File: src/hdl/msk_pkg.sv
// Shared types, widths and codes for the min tracking stack.
package msk_pkg;

  localparam int VALUE_W = 32;
  localparam int FUNC_W = 2;
  localparam int ENTRY_W = 11;
  localparam int STATUS_W = 2;
  localparam int MSK_STACK_DEPTH = 1024;

  typedef logic signed [VALUE_W-1:0] value_t;
  typedef logic [FUNC_W-1:0] func_t;
  typedef logic [STATUS_W-1:0] status_t;
  typedef logic [ENTRY_W-1:0] entry_t;

  localparam value_t INT_MAX = {1'b0, {(VALUE_W-1){1'b1}}};

  localparam func_t FUNC_PUSH = 2'd0;
  localparam func_t FUNC_POP = 2'd1;
  localparam func_t FUNC_READ = 2'd2;

  localparam status_t ST_OK = 2'd0;
  localparam status_t ST_FULL = 2'd1;
  localparam status_t ST_EMPTY = 2'd2;

  // Shift commands broadcast to every cell of the row.
  typedef struct packed {
    logic val_push;
    logic val_pop;
    logic min_push;
    logic min_pop;
  } cell_ctrl_t;

endpackage

File: src/hdl/msk_cell.sv
// One stack position: a value entry and a minimum entry that shift with neighbors.
module msk_cell (
  input  logic                clk,
  input  msk_pkg::cell_ctrl_t ctrl,
  input  msk_pkg::value_t     val_above,
  input  msk_pkg::value_t     val_below,
  input  msk_pkg::value_t     min_above,
  input  msk_pkg::value_t     min_below,
  output msk_pkg::value_t     val_q,
  output msk_pkg::value_t     min_q
);
  import msk_pkg::*;

  value_t val_r;
  value_t min_r;

  // A push moves every entry one place deeper; a pop moves it one place up.
  always_ff @(posedge clk) begin
    if (ctrl.val_push) begin
      val_r <= val_above;
    end else if (ctrl.val_pop) begin
      val_r <= val_below;
    end
    if (ctrl.min_push) begin
      min_r <= min_above;
    end else if (ctrl.min_pop) begin
      min_r <= min_below;
    end
  end

  assign val_q = val_r;
  assign min_q = min_r;

endmodule

File: config.mk
export PLATFORM = sky130hd
export DESIGN_NAME = msk_cell
export DESIGN_NICKNAME = d
export VERILOG_FILES = /design/src/hdl/msk_pkg.sv /design/src/hdl/msk_cell.sv
export SDC_FILE = /design/constraint.sdc
export NUM_CORES = 1
export LEC_CHECK = 0
export BUFFER_PORTS_ARGS = -buffer_cell sky130_fd_sc_hd__buf_4
export CAP_MARGIN = 20
export CORE_MARGIN = 2
export CORE_UTILIZATION = 42
export CTS_CLUSTER_SIZE = 40
export DETAILED_ROUTE_END_ITERATION = 7
export PLACE_DENSITY = 0.84
export SLEW_MARGIN = 25
export SYNTH_ARGS = -nofsm -noshare
export SYNTH_HDL_FRONTEND = slang
export SYNTH_SLANG_ARGS = --single-unit
File: constraint.sdc
create_clock -name clk -period 2.1 [get_ports clk]
set_input_delay 0.42 -clock clk [delete_from_list [all_inputs] [get_ports clk]]
set_output_delay 0.42 -clock clk [all_outputs]
set_load 0.01 [all_outputs]
==> run metrics <==
status=completed; diode count=0; WP data arrival=900 ps; die area=7870 um2; drt first pass iters=4; cell type with the largest total area after synthesis=edfxtp_1; Post-CTS Setup Inserts=0; Worst path top cell family by delay=flip-flops; clock share of power=32.1%; unique cell type count in the Yosys netlist=6; post-DP HPWL=5960 um; global-route wire length before repair=10,800 um; fin crit share=62.7%; WP depth=1; VDD IR-drop max=0.000329 V; Min-Delay Endpoint=val_q[17]$_DFFE_PP_; Synth top area share=63.7%; TritonCTS Sinks=64; Layout Nets=475; clock buffer depth=2; max-cap check violation count=0; total grt overflow=0; cts repair resizes=0; CP max FO=1; RSZ-0062 raised after global routing=false; kind of critical path=reg2out; WL/cell=16.7 um; fillers=508; Critical-path top delay cell=edfxtp_1; post-route DRC violation count=0; final antenna-violating net count=0; DIE WIDTH=88.7 um; Tot GR Track Use=18.5%; endpoints failing hold=0; syn_nets=271; Synth area leaders=edfxtp_1 64%, mux2_4 29%, buf_12 4.0%; Num CTS Buffers=9; PD cells=724 nW/um2; Hold Crit Start=val_above[17]; final setup fails=0; layout cells sized above 1=80.1%; DRT met1 WL=2430 um; Seq/Total Area, Yosys=63.7%; CP Launch Type=flip-flop; Die Ht=88.7 um; max incr delay on CP=410 ps; combinational power share=20.9%; Flop pwr share=47.0%; largest net degree at the start of global routing=33; number of global-route vias before repair=2,234; Port Buffers=196; core area=6870 um2; Yosys Warn Count=0; Tmin final=1320 ps; CTS clk-pin slew, worst paths=70 ps; routed wire length=7400 um; met2 wire len=4370 um; CTS tree=yes; Ports=197; Sw Pwr=0.000737 W; fmax=0.760 GHz; Tightest Pin Transition=404 ps; Max Used Layer=met4; initial antenna violation count=0; setup TNS=0 ps; Avg Inst Size Synth=21.9 um2; GP Congestion=0.756; CP endpoint kind=output pin; internal power=0.00268 W; Final Max Tran Viols=0; Root Buffer=clkbuf_8; hold bufs inserted after CTS=0; row cnt=30; worst path cell trace=buf_4; Synth Register Bits=64; Initial DRC Count=65; Area Growth Syn to Fin=56.8%; total chip power=0.00342 W; switching share of total power=21.5%; worst hold stages=2; CP required=1680 ps; Pleak=2.23 nW; Max transition margin=73.1%; synthesized instance count=138; Cell Area, Synth=3020 um2; HP Class=in2reg; met3 wire length=424 um; initial core utilization=43.9%; WP buf/inv=1; via count=2,032; H-tree levels=3; vias per std cell=4.60
-- final cells by class --
type | instances | area, um2 | area share [%]
multi-input combinational | 66 | 951 | 20.1
sequential | 64 | 1920 | 40.7
clock inverter | 5 | 72.6 | 1.54
clock buffer | 10 | 128 | 2.70
timing repair buffer | 201 | 1530 | 32.5
tap | 96 | 120 | 2.54
-- cells in the mapped netlist --
| master | n |
|---|---|
| mux2_4 | 58 |
| mux2_2 | 6 |
| or2_1 | 2 |
| buf_6 | 2 |
| buf_12 | 6 |
| edfxtp_1 | 64 |
-- cells by family (layout without fill, tap and decap cells) --
logic type,after synthesis,in the layout,synth area share [%]
flops,64,64,63.7
buf+inv,8,216,4.73
mux,64,64,31.1
simple gates,2,2,0.415
-- registers in the layout, indices dropped and copies added, names as in the netlist --
signal  flops
min_q      32
val_q      32
-- cell usage in the layout (no fill, tap or decap), drive strengths merged --
master	count
buf	201
edfxtp	64
mux2	64
clkbuf	10
clkinv	3
or2	2
bufinv	2
-- worst max path at each step --
| stage | from | slack (ps) | endpoint |
|---|---|---|---|
| floorplan | ctrl[1] | 270 | min_q[0]$_DFFE_PP_ |
| global placement | ctrl[1] | 620 | min_q[0]$_DFFE_PP_ |
| detailed placement | ctrl[3] | 590 | val_q[5]$_DFFE_PP_ |
| CTS | val_q[19]$_DFFE_PP_ | 760 | val_q[19] |
| global route | val_q[19]$_DFFE_PP_ | 750 | val_q[19] |
| finish | val_q[19]$_DFFE_PP_ | 780 | val_q[19] |
-- layer usage --
metal | GRT usage, % | vias to the layer above
met3 | 4.29 | 15
met4 | 10.5 | 0
met5 | 0 | -
li1 | - | 944
met2 | 34.1 | 89
met1 | 19.1 | 984
-- metrics by stage --
step	instances	instance area [um2]	util [%]	setup WS (ps)	hold slack, ps
after floorplan	138	3020	-	267	637
after global placement	427	4530	65.9	617	721
after detailed placement	427	4530	65.9	592	723
after CTS	442	4730	68.8	763	369
after global routing	442	4730	68.8	746	377
final	442	4730	68.8	784	390
-- power groups by stage --
stage	Sequential, W	Combinational [W]	Clock [W]
global route	0.00162	0.000759	0.00116
CTS	0.00161	0.000726	0.00112
detailed placement	0.00164	0.000725	0
floorplan	0.00171	0.000226	0
global placement	0.00163	0.000708	0
finish	0.00161	0.000716	0.00110
Note: power is estimated with default switching activity, not from simulation.
